[src/sv/ira_pkg.sv]
// Package for the interval resource allocator: shared types and constants.
// No dependencies; the controller, datapath and top level import it.
package ira_pkg;
    localparam int unsigned TIME_W = 32;
    localparam int unsigned OUT_W  = 11;

    // One-hot controller states.
    typedef enum logic [9:0] {
        S_IDLE    = 10'b0000000001,
        S_CHECK   = 10'b0000000010,
        S_RELEASE = 10'b0000000100,
        S_DN_RD   = 10'b0000001000,
        S_DN_CMP  = 10'b0000010000,
        S_ASSIGN  = 10'b0000100000,
        S_UP_RD   = 10'b0001000000,
        S_UP_CMP  = 10'b0010000000,
        S_DONE    = 10'b0100000000,
        S_WAIT    = 10'b1000000000
    } t_state;

    // Commands from the controller to the datapath.
    typedef struct packed {
        logic load;      // capture a new transaction
        logic rd_root;   // read heap root
        logic release_root; // push root id to free stack, move last entry to root
        logic dn_rd;     // read both children of the sift-down position
        logic dn_cmp;    // compare and swap for sift-down
        logic assign_id; // take an id and insert into heap
        logic up_rd;     // read parent of the sift-up position
        logic up_cmp;    // compare and swap for sift-up
        logic emit;      // present the result
    } t_cmd;

    // Status from the datapath to the controller.
    typedef struct packed {
        logic root_expired; // heap not empty and root end below start
        logic dn_more;      // sift-down swapped and must go on
        logic up_more;      // sift-up swapped and must go on
        logic heap_added;   // assignment pushed an entry
    } t_status;
endpackage

[src/sv/ira_ctrl.sv]
// Controller state machine of the interval resource allocator.
// Depends on ira_pkg for the state, command and status types.
module ira_ctrl
    import ira_pkg::*;
(
    input  logic    i_clk,
    input  logic    i_rst_n,
    input  logic    start,
    output logic    busy,
    input  t_status i_status,
    output t_cmd    o_cmd
);
    t_state r_state, n_state;

    always_ff @(posedge i_clk) begin
        if (!i_rst_n) begin
            r_state <= S_IDLE;
        end else begin
            r_state <= n_state;
        end
    end

    always_comb begin
        n_state = r_state;
        o_cmd   = '0;
        unique case (r_state)
            S_IDLE: begin
                if (start) begin
                    o_cmd.load = 1'b1;
                    n_state    = S_WAIT;
                end
            end
            S_WAIT: begin
                o_cmd.rd_root = 1'b1;
                n_state       = S_CHECK;
            end
            S_CHECK: begin
                if (i_status.root_expired) begin
                    n_state = S_RELEASE;
                end else begin
                    n_state = S_ASSIGN;
                end
            end
            S_RELEASE: begin
                o_cmd.release_root = 1'b1;
                n_state            = S_DN_RD;
            end
            S_DN_RD: begin
                o_cmd.dn_rd = 1'b1;
                n_state     = S_DN_CMP;
            end
            S_DN_CMP: begin
                o_cmd.dn_cmp = 1'b1;
                if (i_status.dn_more) begin
                    n_state = S_DN_RD;
                end else begin
                    n_state = S_WAIT;
                end
            end
            S_ASSIGN: begin
                o_cmd.assign_id = 1'b1;
                if (i_status.heap_added) begin
                    n_state = S_UP_RD;
                end else begin
                    n_state = S_DONE;
                end
            end
            S_UP_RD: begin
                o_cmd.up_rd = 1'b1;
                n_state     = S_UP_CMP;
            end
            S_UP_CMP: begin
                o_cmd.up_cmp = 1'b1;
                if (i_status.up_more) begin
                    n_state = S_UP_RD;
                end else begin
                    n_state = S_DONE;
                end
            end
            S_DONE: begin
                o_cmd.emit = 1'b1;
                n_state    = S_IDLE;
            end
            default: n_state = S_IDLE;
        endcase
    end

    assign busy = (r_state != S_IDLE);

    assert property (@(posedge i_clk) disable iff (!i_rst_n)
        (r_state == S_IDLE && start) |=> r_state == S_WAIT)
        else $error("transaction not taken");
    assert property (@(posedge i_clk) disable iff (!i_rst_n)
        r_state == S_DONE |=> r_state == S_IDLE)
        else $error("result not followed by idle");
    assert property (@(posedge i_clk) disable iff (!i_rst_n)
        r_state == S_RELEASE |=> r_state == S_DN_RD)
        else $error("release without sift-down");
endmodule

[config.mk]
export PLATFORM = sky130hd
export DESIGN_NAME = ira_ctrl
export DESIGN_NICKNAME = d
export VERILOG_FILES = /design/src/sv/ira_pkg.sv /design/src/sv/ira_ctrl.sv
export SDC_FILE = /design/constraint.sdc
export NUM_CORES = 1
export LEC_CHECK = 0
export BUFFER_PORTS_ARGS = -buffer_cell sky130_fd_sc_hd__buf_4
export CORE_MARGIN = 2
export CORE_UTILIZATION = 40
export DETAILED_ROUTE_END_ITERATION = 16
export HOLD_SLACK_MARGIN = 0.08
export SETUP_SLACK_MARGIN = 0.1
export SYNTH_ARGS = -nofsm -noshare
export SYNTH_HDL_FRONTEND = slang
export SYNTH_SLANG_ARGS = --single-unit
[constraint.sdc]
create_clock -name i_clk -period 3.2 [get_ports i_clk]
set_input_delay 0.32 -clock i_clk [delete_from_list [all_inputs] [get_ports i_clk]]
set_output_delay 0.32 -clock i_clk [all_outputs]
set_load 0.01 [all_outputs]
# Yosys cells after proc, flatten, opt, wreduce, memory -nomap -nowiden
# Index checks and enable logic that the tools add are counted.
[totals] regBits=10 input_bits=7
[classes] n_eq_ne=12 mux=16
[ops] op="$pmux 10 s9" count=1
[ops] op="$mux 10" count=2
[ops] op="$mux 9" count=2
[ops] op="$eq 10x1->1 const B" count=1
[ops] op="$eq 10x10->1 const B" count=1
[ops] op="$eq 10x2->1 const B" count=1
[ops] op="$eq 10x3->1 const B" count=1
[ops] op="$eq 10x4->1 const B" count=1
[ops] op="$eq 10x5->1 const B" count=1
[ops] op="$eq 10x6->1 const B" count=1
[ops] op="$eq 10x7->1 const B" count=1
[ops] op="$eq 10x8->1 const B" count=1
[ops] op="$eq 10x9->1 const B" count=1
[ops] op="$mux 1" count=10
[ops] op="$ne 10x1->1 const B" count=1
[ops] op="$mux 6" count=1
[ops] op="$ne 2x2->1 const B" count=1

# Depth between registers and ports, before layout
# Gate-level depths: netlist of run 1.
[depth] depth_word=2 ltp_mapped=6

# Worst setup path after synthesis of run 1
# Ideal clock, no wire load.
[synth_timing] path_type="flip-flop to output port" startpoint="register r_state[1]" endpoint="output port o_cmd[3] (netlist bit)" arrival_time_ps=1741 path_slack_ps=1139 path_stages_with_launch=5 path_buffers=1 path_cell_list="dfxtp_1 > buf_6 > or4_4 > or3_4 > nor4b_1"
[synth_rtl] element="start, declared" line_no="ira_ctrl.sv:13" text="t_state r_state, n_state;"
[synth_rtl] element="start signal, assigned" line_no="ira_ctrl.sv:19" text="r_state <= n_state;"
[synth_rtl] element="end, declared" line_no="ira_ctrl.sv:11" text="output t_cmd o_cmd"

==> results.txt, run 1 <==
The count of endpoints failing setup in the final report came out at 0. The worst setup path is captured at an output port. The overall power came out at approximately 0.33 mW.

The power density normalized to cell area is 412 nW/um^2. The worst slack at placement is 1.10 ns. The initial antenna violation count came to 0. The post-route clock period utilization is 74.3%. The die boundary height came out at ~45 um.

The flow ran to the end, and the final reports show no timing, DRC or antenna violations. The count of input and output buffers is 16. Row generation in the floorplan step produced 14 rows. The sequential cell area fraction in the yosys report is between 20% and 30%.

In this run the cell area of the synthesized design comes to 674 um^2. The number of global-route vias before repair came to 584. The post-detailed-route count of antenna-violating nets is 0. In the final routed layout, each cell accounts on average for 15.2 um. After the first detailed-routing iteration, the DRC count stood at 10. Hold repair after CTS inserted 0 buffers.

The setup TNS is 0 ns. The number of flops mapped to enable cells by yosys is 0. Setup repair after global routing left no endpoint under its margin.

The internal portion of the total power is 0.222 mW. Summing all placed instances gives a cell area of roughly 770 um^2. Across all layers, the routed design uses 670 vias. The share of total power dissipated in sequential elements is 44.5%.

The number of vias per cell came out at 6.20. For this run, the leading register cell type out of synthesis is dfxtp_1. At the end of routability-driven placement, the weighted congestion stood at between 0.8 and 0.9.

The floorplan die area came out at 2030 um^2. Synthesis produced 81 cells. The total count of max-transition violations in the final report is 0. TritonCTS built the clock tree. A synthesized cell averages 8.33 um^2. Of the total power, the share spent switching nets is between 30% and 40%. The HPWL after detailed placement is 1.17 mm.

The clock latency reported for the late side of the worst-skew pair came out at 0.27 ns. The number of distinct library cell variants in the gate-level netlist after synthesis is 34. The final cell utilization of the core is ~52%. The combinational fraction of design power is 29.0%. The arrival time reported for the critical path endpoint is around 2.1 ns. The region available for standard cell placement spans roughly 1500 um^2. The critical path is of the reg -> out type. The number of detailed-routing iterations run before antenna repair came out at 4. The flip-flop count of the largest register, all copies and words added is 10.

Buffers inserted during clock tree synthesis total 3. The clock tree buffer depth is 2. In this run the clock root is driven by a clkbuf_4. The Yosys step of the flow raised 0 warnings. After routing the design area is 796 um^2. The instance count after placement with tap cells included came out at 105.

After the flow finishes, the layout carries non-filler instances totaling 108. In this run the power spent charging and discharging nets is around 0.11 mW. At the worst endpoint, the required time is 2.88 ns.

The maximum number of pins on one net before global-route repair is 18. The wire length of the first global-routing pass came out at approximately 2.8 mm. The maximum resistive drop on vdd is around 0.0002 V. The slew of the pin with the lowest slew margin came out at around 0.59 ns. The number of endpoints with negative hold slack in the final report is 0. The critical path launch point type is a flip-flop. Ranked by flip-flop count, first place goes to r_state. The overall die width is 45.1 um.

The total global-route track usage is between 10% and 20%. In this run the number of H-tree levels came out at 1. The ratio of cells with drive above 1 in the final layout is 29.3%. The total setup buffers inserted after CTS is 0. The reported leakage power is ~0.33 nW.

Final hold analysis gives a worst-case slack of 0.296 ns. The final-stage net count came out at 101. The post-CTS resize count is 0. The clock network fraction of design power is 26.4%.

The TritonCTS sink count is 10. The number of antenna diodes in the final layout is 0. In this run the worst path has a maximum fanout of 8. The final routed wirelength across all metal layers is approximately 1.6 mm. Max-cap violations in this run came to 0. The worst clock skew is approximately 0.0076 ns.

Once the floorplan was initialized, standard cells occupied 43.8% of the core. The worst path setup slack after routing is 0.823 ns. The boundary pin count is 17. The post-route minimum period came out at 2.38 ns. The fmax is 421 MHz.

After clock tree synthesis, the clock-pin slew on the worst setup and hold paths is 0.07 ns. The relative max-transition margin came out at 60.8%. The number of remaining DRC errors is 0. The worst hold path belongs to the class in -> reg. The layout overhead on the synthesized area is 18.0%.

The largest registers in the layout are r_state (10). The post-synthesis async set-or-reset flop share came out at 0%. The number of storage elements in the synthesis netlist came out at 10. The remaining global-route overflow came out at 0.

The synthesized netlist net count is 88.
area by class of cell:
class	instances	area [um^2]
fill	156	746
multi-input combinational	61	425
sequential	10	200
timing repair buffer	16	120
clock buffer	3	22.5
tap	16	20.0
inverter	2	7.51
power by group through the flow:
stage / Clock, mW / Sequential [mW] / Combinational [mW]
floorplan: 0 / 0.138 / 0.0760
CTS: 0.0873 / 0.146 / 0.0949
detailed placement: 0 / 0.148 / 0.0943
finish: 0.0866 / 0.146 / 0.0951
global placement: 0 / 0.148 / 0.0955
global route: 0.0932 / 0.147 / 0.102
worst paths after layout:
path	slack [ns]	start	end	cells past startpoint
worst max-delay path	0.82	r_state[0]	o_cmd[2]	4
worst min-delay path	0.30	i_status[3]	r_state[5]	3
worst max register to register	1.28	r_state[5]	r_state[8]	4
worst min register to register	0.57	r_state[1]	r_state[2]	2
logic make-up after synthesis:
group / synth area share [%]
buf+inv: 7.23
simple gates: 44.2
flops: 29.7
compound gates: 16.3
xor+xnor: 2.60
layout by cell type, fill, tap and decap left out, types with 3 or more instances in the layout:
| master | count |
|---|---|
| nor4_1 | 5 |
| dfxtp_1 | 10 |
| clkbuf_4 | 3 |
| nand2_1 | 4 |
| nor3_1 | 4 |
| nor4b_1 | 3 |
| o21ai_0 | 4 |
| nor2_1 | 6 |
| buf_4 | 16 |
| a21oi_1 | 3 |
| nor3b_1 | 4 |
cells in the mapped netlist, drive strengths merged (3+ instances only):
master / number / area share, %
nor3: 4 / 3.0
o21ai: 4 / 3.0
nor2: 6 / 3.3
nor3b: 4 / 4.5
nor4: 5 / 4.6
nand2: 4 / 2.2
buf: 4 / 3.9
clkbuf: 4 / 2.2
nor4b: 4 / 7.4
or3: 3 / 3.7
a21oi: 4 / 3.5
dfxtp: 10 / 30
routing by layer:
metal | up-vias | global-route usage, % | routed length, um
li1 | 329 | - | -
met5 | - | 0 | 0
met2 | 24 | 27.1 | 729
met3 | 5 | 2.40 | 102
met1 | 312 | 27.5 | 769
met4 | 0 | 10.6 | 35
worst max-delay path, cell delays in order, from the launching register on:
cell and delay (ns):
dfxtp_1 0.38, or4_4 0.57, or3_4 0.38, nor4b_4 0.30
buf_4 0.17
Note: power is estimated with default switching activity, not from simulation.
==> inputs of run 2 (changes only) <==
==> constraint.sdc (replaced) <==
create_clock -name i_clk -period 2.35 [get_ports i_clk]
set_input_delay 0.235 -clock i_clk [delete_from_list [all_inputs] [get_ports i_clk]]
set_output_delay 0.235 -clock i_clk [all_outputs]
set_load 0.01 [all_outputs]
==> results.txt, run 2 (synthesis results as in run 1) <==
The maximum fanout encountered on the critical timing path came out at 8. Setup repair after global routing could not meet its margin everywhere. The cell sitting at the root of the clock tree is a clkbuf_4. The fill cell instance count of the final layout came out at 146.

The slew of the pin with the lowest slew margin came out at roughly 0.5 ns. The top cell types in the final layout, fill and taps aside, are buf_4, dfxtp_1, nor2_1. The largest register by flop count is r_state. The number of vias per cell is 6.05. The worst hold path belongs to the class in -> reg. The largest single stage delay on the critical path is between 0.5 and 0.6 ns.

At the end of routability-driven placement, the weighted congestion stood at 0.759. The count of max-cap constraint violations came out at 0. The remaining global-route overflow came out at 0. The required time of the critical path came out at 2.12 ns.

The instance count after placement with tap cells included came out at 107. The overall via count from detail_route is 672. In the final layout, the share of cells above drive strength 1 is about a third. The floorplan die area is 2030 um^2.

The TritonCTS sink count came out at 10. For this run, the top clock speed supported by timing is 438 MHz. The number of endpoints with negative hold slack in the final report was 0. The number of placement rows came out at 14. The total global-route track usage is between 10% and 20%. The initial antenna violation count was 0. The total of hold buffers inserted after clock tree synthesis came out at 0. In the final routed layout, each cell accounts on average for 15.0 um. The CTS tree is yes. The boundary pin count came out at 17. From bottom edge to top edge, the die measures 45.1 um.

The post-placement cell area came out at ~790 um^2. The first global-routing pass estimated 2.73 mm of wire. The depth of the CTS H-tree came out at 1. The initial utilization of the core area, before any placement, comes to a little over two fifths. After layout, the worst path uses 97.2% of the clock period.

The number of detailed-routing iterations run before antenna repair came out at 4. The layout overhead on the synthesized area came out at 22.8%. The commonest non-fill, non-tap cell in the layout is buf_4. The count of input and output buffers came out at 16. The smallest clock period supported by the final layout is computed as 2.28 ns. The kind of cell adding the most delay to the critical path is simple AND/OR/NAND/NOR gates. Final hold analysis gives a worst-case slack of 0.202 ns.

After the first detailed-routing iteration, the DRC count stood at 21. The post-detailed-route count of antenna-violating nets came out at 0. 0 antenna diodes ended up in the layout.

STA classifies the critical path endpoint as an output port. The largest registers in the layout are r_state (10). The maximum number of pins on one net before global-route repair is 12. Measured against its own limit, the worst slew margin works out to around two thirds. Power spread over the standard cell area amounts to 595 nW/um^2. The count of endpoints failing setup in the final report is 0.

The total count of max-transition violations in the final report came to 0. The final instance area came out at 828 um^2. The area of the placeable core is around 1500 um^2.

The final instance count without filler cells came out at 111. The flow ran to the end, and the final reports show no timing, DRC or antenna violations. At the later pin of the worst-skew pair, clock insertion delay measures 0.27 ns. The net count of the finished layout is 103. The critical path goes through or4_4 > or3_4 > nor4b_1 > buf_4. The reported leakage power came out at between 0.3 and 0.4 nW. The overall die width is 45.1 um.

The clock transition at the registers of the reported paths came out at 0.07 ns. The clock tree buffer depth is 2. The critical path is of the reg -> out type. Wires add up to 1.67 mm. The number of global-route vias before repair is between 600 and 700.

The setup TNS came out at 0 ns. Among all stages on the critical path, the largest delay is contributed by or4_4. The worst clock skew is 0.00336 ns.

The flip-flop count of the largest register, all copies and words added is 10. For the worst setup path, the data arrival time is 2.05 ns. The worst setup path is launched from a flip-flop. The HPWL after detailed placement came out at 1.23 mm. The number of buffers created by CTS came out at 3.

For this run, design rule violations remaining after detail routing come to 0. VDD sags by at most 0.000337 V. The number of buffer and inverter stages on the critical path is 1.
run 2: final cells by class:
class / instances / area (um^2) / area share [%]
timing repair buffer: 18 / 135 / 16.3
inverter: 2 / 7.51 / 0.906
clock buffer: 4 / 36.3 / 4.38
multi-input combinational: 61 / 425 / 51.4
sequential: 10 / 204 / 24.6
tap: 16 / 20.0 / 2.42
run 2: what timing repair did:
action / CTS / global route
resized for setup: 3 / 0
cloned: 0 / 0
endpoints found under the setup margin: 2 / 3
buffers inserted: 0 / 0
pin swaps: 0 / 0
run 2: worst reg2reg max path, delay by kind of cell, from the launching register on:
| family | cells | cell delay, ns |
|---|---|---|
| simple gates | 3 | 1.30 |
| flops | 1 | 0.36 |
| compound gates | 1 | 0.13 |
run 2: final timing paths:
path | startpoint | to | slack, ns | cells past startpoint
hold / removal | i_status[3] | r_state[2] | 0.20 | 3
setup / recovery | r_state[0] | o_cmd[3] | 0.07 | 4
setup reg to reg | r_state[0] | r_state[6] | 0.49 | 4
hold reg to reg | r_state[1] | r_state[2] | 0.50 | 2
run 2: power breakdown:
group          switching [mW]  leakage, nW  internal (mW)
sequential             0.0183       0.0818          0.179
clock                  0.0671       0.0210         0.0941
combinational          0.0692        0.244         0.0646
run 2: through the flow:
step                      total power, mW  utilization [%]  setup WS, ns
after floorplan                     0.292                -         0.374
after CTS                           0.493             53.7        0.0784
after global routing                0.515             53.7        0.0327
after detailed placement            0.332             51.1         0.354
after global placement              0.331             51.1         0.386
final                               0.493             53.7        0.0668
run 2: routing by layer:
metal  up-vias  global-route usage [%]  share of wire, %
li1        336                       -                 -
met1       313                    25.3                48
met2        21                    27.4                47
met3         2                    2.80               5.0
met4         0                    10.0              0.60
met5         -                       0                 0
==> inputs of run 3 (changes only) <==
--- a/config.mk
+++ b/config.mk
@@ -5,6 +5,7 @@
 export SDC_FILE = /design/constraint.sdc
 export NUM_CORES = 1
 export LEC_CHECK = 0
+export ABC_AREA = 1
 export BUFFER_PORTS_ARGS = -buffer_cell sky130_fd_sc_hd__buf_4
 export CORE_MARGIN = 2
 export CORE_UTILIZATION = 40
==> results.txt, run 3 <==
The final antenna diode count came out at 0. The maximum resistive drop on vdd is 0.000391 V. Yosys attributes the largest share of cell area to dfxtp_1, inv_1, nand2_1. During synthesis, Yosys emitted a total of 0 warnings. The synthesized instance count is 96. The reported leakage power came out at 0.484 nW. The clock tree buffer depth is 2.

Once layout is complete, the utilization of the core stands at 54.8%. Buffers inserted to repair hold after CTS numbered 0. The required time of the critical path came out at 2.12 ns. Port buffering added 16 buffers.

STA classifies the critical path endpoint as an output port. The critical path launch point type is a flip-flop. The floorplan die area came out at 1960 um^2. The combined area of the multi-input logic cells is roughly 350 um^2. A synthesized cell averages a little under 7 um^2. The fill cell instance count of the final layout came out at between 150 and 200. The die is 44.3 um wide.

The number of detailed-routing iterations run before antenna repair came out at 3. The number of flops mapped to enable cells by yosys came out at 0. From synthesis to final layout, the design area changed by 27.2%. The slew of the pin with the lowest slew margin came out at ~0.24 ns.

The post-route clock period utilization is 67.3%. In this run the number of H-tree levels came out at 1. The final-stage net count came out at 124.

The initial antenna violation count is 0. The share of the synthesized area in the top cell type is 30.8%. In the synthesized netlist the dominant register cell turns out to be dfxtp_1.

In this run the vertical extent of the chip is 44.3 um. The total global-route track usage came out at ~16%. The number of remaining DRC errors came out at 0. The TritonCTS sink count is 10. The count of endpoints failing setup in the final report is 0. The post-synthesis instance area came out at 649 um^2. The post-detailed-route count of antenna-violating nets is 0. The number of endpoints with negative hold slack in the final report is 0. The type of the worst setup path is reg -> out. Leaving out fill and tap cells, the most frequent cell in the layout is inv_1.

The first routing iteration left 12 violations. The number of storage elements in the synthesis netlist came out at 10. The area of the placeable core came out at 1510 um^2.

The worst path setup slack after routing came out at 0.768 ns. The share of the Yosys chip area taken by registers is 30.8%. The fmax came out at roughly 630 MHz. The worst pin sits at a relative slew slack of between 80% and 90%.

The global-route track usage on met2 is 25.9%. The run finished with clean final reports. Cells with a size suffix above 1 make up 34.5% of the layout. The clock transition at the registers of the reported paths is 0.07 ns. The number of distinct library cell variants in the gate-level netlist after synthesis is 18. OpenSTA, run right after detailed placement, puts the worst setup slack at between 1 and 1.5 ns. The library cells used most frequently in the layout, excluding fill and tap cells, are inv_1, nand2_1, buf_4.

The final layout contains routed wiring with a total length of 1.25 mm. The largest total area in the synthesized netlist belongs to dfxtp_1. The boundary pin count came out at 17. The routability-driven placement congestion ratio is roughly 0.75.

The post-synthesis async set-or-reset flop share came out at 0%. The number of vias per cell came out at 4.40. The count of max-cap constraint violations is 0.

After synthesis, the most frequently instantiated cells are inv_1, nand2_1, nor2_1, dfxtp_1, nand3_1. The flip-flop count of the largest register, all copies and words added is 10. The remaining global-route overflow is 0.

The total setup buffers inserted after CTS is 0. In this run the core area contains 14 standard-cell rows. Setup repair after global routing left no endpoint under its margin. The largest registers in the layout are r_state (10). The post-route minimum period came out at 1.58 ns. The fraction of met3 tracks used by global routing is ~1.2%. The met1 layer usage reported by global route came out at between 20% and 30%. The clock latency reported for the late side of the worst-skew pair came out at 0.27 ns. The wire length of the first global-routing pass is 2.32 mm. Between clock sinks in the finished design, the worst skew comes to 0.00693 ns. The synthesized netlist net count came out at between 100 and 150. The overall via count from detail_route came out at 581.

Clock tree synthesis inserted a total of 3 buffers. The setup TNS is 0 ns. The initial core utilization came out at 43.1%. The largest register by flop count is r_state.

The maximum number of pins on one net before global-route repair came out at 7. The buffer type at the clock tree root is clkbuf_4. The total count of max-transition violations in the final report is 0. The min-delay analysis places its worst path in the category in -> reg.

The final routed wire length divided by cell count came out at 9.46 um. The number of global-route vias before repair is 584. The arrival time reported for the critical path endpoint is 1.35 ns. The post-CTS resize count came out at 0. The power density normalized to cell area came out at slightly below 800 nW/um^2. Along the worst path, the maximum fanout reaches 5. The combined flip-flop and latch cell area came out at 200 um^2. The CTS tree is yes. inv_1 is the most common cell in the netlist. The HPWL after detailed placement came out at about 1.1 mm. The most used routing layer is met2.
==> run 3: cell types whose count changed after synthesis, sizes merged, moves of 5 or more <==
cell   before  now
nor2        6   24
nor4        5    0
inv         2   26
nand2       4   20
nand3       0    8
==> run 3: worst paths after layout <==
check	end	from	cells past startpoint	slack (ns)
min reg2reg	r_state[1]	r_state[9]	4	0.61
max	o_cmd[8]	r_state[7]	6	0.77
max reg2reg	r_state[8]	r_state[4]	9	1.08
min	r_state[2]	i_status[3]	3	0.19
==> run 3: layer usage <==
metal | up-vias | wire length [um]
met3 | 5 | 47
li1 | 321 | -
met1 | 240 | 597
met5 | - | 0
met4 | 0 | 43
met2 | 15 | 562
==> run 3: stage by stage <==
stage / hold WS [ns] / total power, mW / instances / area (um^2)
2_1_floorplan: 0.330 / 0.419 / 96 / 649
3_3_place_gp: 0.464 / 0.491 / 128 / 790
3_5_place_dp: 0.469 / 0.492 / 128 / 790
4_1_cts: 0.196 / 0.649 / 132 / 826
5_1_grt: 0.204 / 0.689 / 132 / 826
6_report: 0.194 / 0.642 / 132 / 826
==> run 3: critical path, stage by stage (launching register included) <==
cell	delay [ns]
dfxtp_1	0.34
nor2_4	0.15
nand2_4	0.11
nor2_2	0.17
inv_1	0.09
nor2_1	0.09
buf_4	0.12
==> run 3: area by class of cell <==
type / instances / area share, %
well taps: 16 / 2.42
clock buffers: 4 / 4.39
inverters: 26 / 11.8
repair buffers: 16 / 14.5
multi-input cells: 60 / 42.6
flip-flops and latches: 10 / 24.2
==> run 3: power by group <==
group          total (mW)  internal [mW]  leakage, nW  switching (mW)
sequential          0.201          0.187       0.0810          0.0146
combinational       0.285          0.117        0.382           0.167
clock               0.156         0.0941       0.0210          0.0621
total               0.642          0.398        0.484           0.244
==> run 3: kinds of logic after synthesis <==
group | Yosys count | synth area share, %
compound gates | 3 | 2.50
buf+inv | 26 | 15.0
flops | 10 | 30.8
simple gates | 57 | 51.6
